**config.mk**
```make
export PLATFORM = sky130hd
export DESIGN_NAME = ftf_ctrl
export DESIGN_NICKNAME = d
export VERILOG_FILES = /design/src/rtl/ftf_pkg.sv /design/src/rtl/ftf_ctrl.sv
export SDC_FILE = /design/constraint.sdc
export NUM_CORES = 1
export LEC_CHECK = 0
export ABC_AREA = 0
export BUFFER_PORTS_ARGS = -buffer_cell sky130_fd_sc_hd__buf_2
export CAP_MARGIN = 20
export CORE_UTILIZATION = 40
export CTS_BUF_LIST = sky130_fd_sc_hd__clkbuf_8
export DETAILED_ROUTE_END_ITERATION = 8
export PLACE_DENSITY = 0.76
export SETUP_SLACK_MARGIN = 0.02
export SYNTH_ARGS = -nofsm -noshare
export SYNTH_HDL_FRONTEND = slang
export SYNTH_SLANG_ARGS = --single-unit
```
**constraint.sdc**
```tcl
create_clock -name i_clk -period 1.3 [get_ports i_clk]
set_input_delay 0.065 -clock i_clk [delete_from_list [all_inputs] [get_ports i_clk]]
set_output_delay 0.065 -clock i_clk [all_outputs]
set_load 0.005 [all_outputs]
```
**src/rtl/ftf_pkg.sv**
```systemverilog
`timescale 1ns / 1ps
package ftf_pkg;
    localparam int TABLE_DEPTH_DEF = 256;
    localparam int MAX_HOPS_DEF    = 4;
    localparam int HOP_IDS_DEF     = 1024;

    localparam int KEY_W  = 64;
    localparam int HOP_W  = 10;
    localparam int CNT_W  = 3;
    localparam int ST_W   = 3;
    localparam int MODE_W = 3;
    localparam int DCNT_W = 4;
    localparam logic [DCNT_W-1:0] DOWN_MAX = 4'd15;

    localparam logic [MODE_W-1:0] M_ADD    = 3'd0;
    localparam logic [MODE_W-1:0] M_UPDATE = 3'd1;
    localparam logic [MODE_W-1:0] M_DELETE = 3'd2;
    localparam logic [MODE_W-1:0] M_FLUSH  = 3'd3;
    localparam logic [MODE_W-1:0] M_LOOKUP = 3'd4;
    localparam logic [MODE_W-1:0] M_HOP    = 3'd5;

    localparam logic [ST_W-1:0] ST_OK        = 3'd0;
    localparam logic [ST_W-1:0] ST_NOT_FOUND = 3'd1;
    localparam logic [ST_W-1:0] ST_PRESENT   = 3'd2;
    localparam logic [ST_W-1:0] ST_FULL      = 3'd3;
    localparam logic [ST_W-1:0] ST_NOT_DOWN  = 3'd4;
    localparam logic [ST_W-1:0] ST_BAD_COUNT = 3'd5;

    typedef struct packed {
        logic load;
        logic scan_start;
        logic scan_step;
        logic do_write;
        logic do_delete;
        logic clr_step;
        logic clr_start;
        logic dc_update;
        logic hop_start;
        logic hop_step;
        logic hop_wb;
    } t_cmd;

    typedef struct packed {
        logic scan_last;
        logic found;
        logic free_found;
        logic clr_last;
        logic hop_last;
        logic dc_zero;
        logic hop_range;
    } t_stat;
endpackage

```
**src/rtl/ftf_ctrl.sv**
```systemverilog
`timescale 1ns / 1ps
module ftf_ctrl
    import ftf_pkg::*;
#(
    parameter int MAX_HOPS = MAX_HOPS_DEF
) (
    input  logic              i_clk,
    input  logic              i_rst_n,
    input  logic              i_start,
    input  logic [MODE_W-1:0] i_mode,
    input  logic [CNT_W-1:0]  i_hop_count,
    input  logic              i_hop_is_up,
    input  t_stat             i_stat,
    input  logic [HOP_W-1:0]  i_front,
    output t_cmd              o_cmd,
    output logic              o_busy,
    output logic              o_done,
    output logic [ST_W-1:0]   o_status,
    output logic [HOP_W-1:0]  o_next_hop
);
    localparam logic [2:0] S_IDLE = 3'd0;
    localparam logic [2:0] S_SCAN = 3'd1;
    localparam logic [2:0] S_CLR  = 3'd2;
    localparam logic [2:0] S_DC   = 3'd3;
    localparam logic [2:0] S_DC2  = 3'd4;
    localparam logic [2:0] S_HOP  = 3'd5;
    localparam logic [2:0] S_INIT = 3'd6;

    logic [2:0] r_state, n_state;
    logic [MODE_W-1:0] r_mode;
    logic r_up;
    logic r_done, n_done;
    logic [ST_W-1:0] r_st, n_st;
    logic [HOP_W-1:0] r_nh, n_nh;

    wire go = i_start && (r_state == S_IDLE);
    wire bad = (i_mode == M_ADD || i_mode == M_UPDATE) &&
               (i_hop_count == '0 || 32'(i_hop_count) > 32'(MAX_HOPS));

    always_comb begin
        n_state = r_state;
        n_done = 1'b0;
        n_st = ST_OK;
        n_nh = '0;
        o_cmd = '0;
        unique case (r_state)
            S_IDLE: begin
                if (go) begin
                    o_cmd.load = 1'b1;
                    if (bad) begin
                        n_done = 1'b1; n_st = ST_BAD_COUNT;
                    end else if (i_mode == M_ADD || i_mode == M_UPDATE ||
                                 i_mode == M_DELETE || i_mode == M_LOOKUP) begin
                        o_cmd.scan_start = 1'b1; n_state = S_SCAN;
                    end else if (i_mode == M_FLUSH) begin
                        o_cmd.clr_start = 1'b1; n_state = S_CLR;
                    end else if (i_mode == M_HOP) begin
                        n_state = S_DC;
                    end else begin
                        n_done = 1'b1;
                    end
                end
            end
            S_SCAN: begin
                o_cmd.scan_step = 1'b1;
                if (i_stat.scan_last) begin
                    n_state = S_IDLE; n_done = 1'b1;
                    case (r_mode)
                        M_ADD: begin
                            if (i_stat.found) n_st = ST_PRESENT;
                            else if (!i_stat.free_found) n_st = ST_FULL;
                            else o_cmd.do_write = 1'b1;
                        end
                        M_UPDATE: begin
                            if (!i_stat.found) n_st = ST_NOT_FOUND;
                            else o_cmd.do_write = 1'b1;
                        end
                        M_DELETE: begin
                            if (!i_stat.found) n_st = ST_NOT_FOUND;
                            else o_cmd.do_delete = 1'b1;
                        end
                        default: begin
                            if (!i_stat.found) n_st = ST_NOT_FOUND;
                            else n_nh = i_front;
                        end
                    endcase
                    o_cmd.scan_step = 1'b0;
                end
            end
            S_CLR: begin
                o_cmd.clr_step = 1'b1;
                if (i_stat.clr_last) begin
                    n_state = S_IDLE; n_done = 1'b1;
                end
            end
            // down-count sweep after reset, no result
            S_INIT: begin
                o_cmd.clr_step = 1'b1;
                if (i_stat.clr_last) n_state = S_IDLE;
            end
            S_DC: n_state = S_DC2;
            S_DC2: begin
                if (!i_stat.hop_range || (r_up && i_stat.dc_zero)) begin
                    n_state = S_IDLE; n_done = 1'b1; n_st = ST_NOT_DOWN;
                end else begin
                    o_cmd.dc_update = 1'b1;
                    o_cmd.hop_start = 1'b1;
                    n_state = S_HOP;
                end
            end
            S_HOP: begin
                o_cmd.hop_step = 1'b1;
                o_cmd.hop_wb = 1'b1;
                if (i_stat.hop_last) begin
                    n_state = S_IDLE; n_done = 1'b1;
                end
            end
            default: n_state = S_IDLE;
        endcase
    end

    always_ff @(posedge i_clk) begin
        if (!i_rst_n) begin
            r_state <= S_INIT;
            r_done  <= 1'b0;
        end else begin
            r_state <= n_state;
            r_done  <= n_done;
        end
        if (go) begin
            r_mode <= i_mode;
            r_up   <= i_hop_is_up;
        end
        r_st <= n_st;
        r_nh <= n_nh;
    end

    assign o_busy     = (r_state != S_IDLE);
    assign o_done     = r_done;
    assign o_status   = r_st;
    assign o_next_hop = r_nh;
endmodule

```
==> results.sh <==
export IMPL_hp_class="input pin to flip-flop"
export IMPL_hold_viol_final=0
export IMPL_synth_top_area_share_pct=36.17
export IMPL_drc=0
export IMPL_drtAntennaViolNets=0
export IMPL_clock_latency_ns=0.26
export IMPL_synthFlopType="dfxtp_1"
export IMPL_fmax_mhz=633.5
export IMPL_ys_types=36
export IMPL_first_iter_violations=41
export IMPL_routed_wl_met2_um=1472
export IMPL_dp_slack_ns=-0.03061
export IMPL_arrival_ns=1.51
export IMPL_netlist_area_um2=940.9
export IMPL_antenna_found_initial=0
export IMPL_drt_first_pass_iters=4
export IMPL_cts_sinks=21
export IMPL_htreeDepth=1
export IMPL_fin_cells=205
export IMPL_grt_use_total_pct=20.50
export IMPL_clock_path_buffers=2
export IMPL_gr_total_overflow=0
export IMPL_avgSynthCellArea_um2=9.700
export IMPL_dpl_cell_count=181
export IMPL_die_w_um=50.50
export IMPL_timing_hold_ws_ns=0.004880
export IMPL_fin_crit_ns=1.579
export IMPL_synth_area_top_cells="dfxtp_1 (36%), edfxtp_1 (13%), and2_1 (7.3%)"
export IMPL_fillers=162
export IMPL_multi_input_area_um2=531.8
export IMPL_post_dp_cell_area_um2=1274
export IMPL_post_dp_hpwl_um=1653
export IMPL_final_layout_size_suffix_gt1_share_pct=65.54
export IMPL_p_per_area_nw_per_um2=891.9
export IMPL_ys_seq_elements=21
export IMPL_fin_skew_ns=0.006567
export IMPL_wl_met1_um=1320
export IMPL_clk_pin_slew_ns=0.08
export IMPL_port_buffers=52
export IMPL_violations="setup timing"
export IMPL_worstSetupPathType="flip-flop to output pin"
export IMPL_areaGrowthSynthToFinish_pct=75.40
export IMPL_maxCapViolations=0
export IMPL_io_pins=53
export IMPL_fin_crit_sh_pct=121.4
export IMPL_gp_congestion=0.7667
export IMPL_cts_tree="built"
export IMPL_fin_area_um2=1650
export IMPL_finalSetupViolCount=31
export IMPL_routed_wl_um=3020
export IMPL_synth_edf_count=4
export IMPL_tightest_slew_ns=0.3265
export IMPL_via_count=1049
export IMPL_crit_required_ns=1.24
export IMPL_top_layer_used="met4"
export IMPL_status="finished, violations left"
export IMPL_seq_area_frac_synth_pct=48.94
export IMPL_syn_num_nets=124
export IMPL_final_util_pct=74.60
export IMPL_syn_instance_count=97
export IMPL_relSlewSlack_pct=77.92
export IMPL_core_um2=2212
export IMPL_cts_buffers=3
export IMPL_irDropWorstVdd_mv=0.5540
export IMPL_post_route_worst_setup_slack_ns=-0.2786
export IMPL_synth_top_cell_by_area="dfxtp_1"
export IMPL_register_area_um2=469.2
export IMPL_end_kind="output pin"
export IMPL_root_buffer="clkbuf_8"
export IMPL_routed_via_density=5.117
export IMPL_crit_path_start_kind="flip-flop"
export IMPL_diodes=0
export IMPL_grt_pass1_vias=898
export IMPL_rsz0062_at_grt="yes"
export IMPL_yosys_cell_count_top_type="dfxtp_1"
export IMPL_fin_tns_setup_ns=-4.757
export IMPL_finalPower_mw=1.472
export IMPL_fp_row_count=17
export IMPL_grt_max_degree=13
export IMPL_wl_met3_um=115
export IMPL_path_max_fanout=2
export IMPL_p_leak_nw=0.7962
export IMPL_die_h_um=50.50
export IMPL_grt_first_pass_wirelength_um=3953
export IMPL_start_util_pct=42.53
export IMPL_dieArea_um2=2550
export IMPL_nNetsFinal=205
export IMPL_maxSlewViolCount=0
export IMPL_ys_warn_count=0
export IMPL_synth_top_cells_by_count="dfxtp_1 (17), and2_1 (11), nand2_1 (11)"
export IMPL_post_drt_wl_per_cell_um=14.73
export IMPL_synth_async_reset_ratio_pct=0
[area by class of cell]
cell class	instances	area share [%]
clock inverter	1	0.3033
timing repair buffer	81	33.13
tap	28	2.123
sequential	21	28.43
inverter	5	1.289
clock buffer	3	2.502
multi-input combinational	66	32.22
[path summary, 6_finish.rpt]
kind | startpoint | end | slack (ns) | depth (start not counted)
setup / recovery | r_state[1] | o_cmd[7] | -0.28 | 6
hold / removal | i_front[9] | o_next_hop[9] | 0.005 | 2
hold reg to reg | r_state[0] | r_state[0] | 0.54 | 2
setup reg to reg | r_state[1] | o_done | -0.18 | 8
[power breakdown]
group	internal [mW]	switching, mW
clock	0.213	0.216
combinational	0.191	0.155
sequential	0.682	0.0152
[routing by layer]
| layer | vias to the layer above | GRT usage [%] |
|---|---|---|
| met4 | 0 | 9.259 |
| met3 | 10 | 2.121 |
| met1 | 493 | 25.57 |
| met5 | - | 0 |
| li1 | 502 | - |
| met2 | 44 | 35.33 |
[placed cells by master, fill, tap and decap left out, drive strengths merged, types with 2 or more instances in the layout]
cell type,synthesis,routed
dfxtp,17,17
nor3,5,5
and2,11,11
or3,2,2
a211o,2,2
nor2b,2,2
edfxtp,4,4
dlygate4sd3,0,2
o21ai,7,7
clkbuf,0,3
nand2,11,11
a21oi,2,2
buf,5,79
nand3,3,3
nor2,3,3
inv,5,5
nand4,2,2
[cells by family (layout without fill, tap and decap cells)]
group / Yosys count / count (layout) / share of synthesized area, %
AO/OA/AOI/OAI: 17 / 17 / 12.37
AND/OR/NAND/NOR: 47 / 47 / 30.06
multiplexers: 2 / 2 / 2.261
flip-flops: 21 / 21 / 48.94
buffers and inverters: 10 / 90 / 6.383
[flip-flops by register name, indices dropped and copies added (netlist names)]
name,flops
o_done,1
o_next_hop,10
o_status,3
r_mode,3
r_state,3
r_up,1
[what timing repair did]
| action | in CTS | in global routing |
|---|---|---|
| gates resized for setup | 27 | 22 |
| gates cloned | 0 | 1 |
| endpoints found under the setup margin | 17 | 32 |
| pin swaps | 12 | 19 |
| hold buffers | 1 | 1 |
| buffers inserted | 11 | 6 |
| endpoints found under the hold margin | 1 | 1 |
[critical path, cell delays in order, from the launching register on]
cell and delay [ns]:
dfxtp_4 0.35, nand2b_4 0.15, nor2_4 0.09, nand2_2 0.06, or3_4 0.37, nor2_2 0.11, buf_2 0.12
No activity file was read; power rests on OpenSTA's default activity.
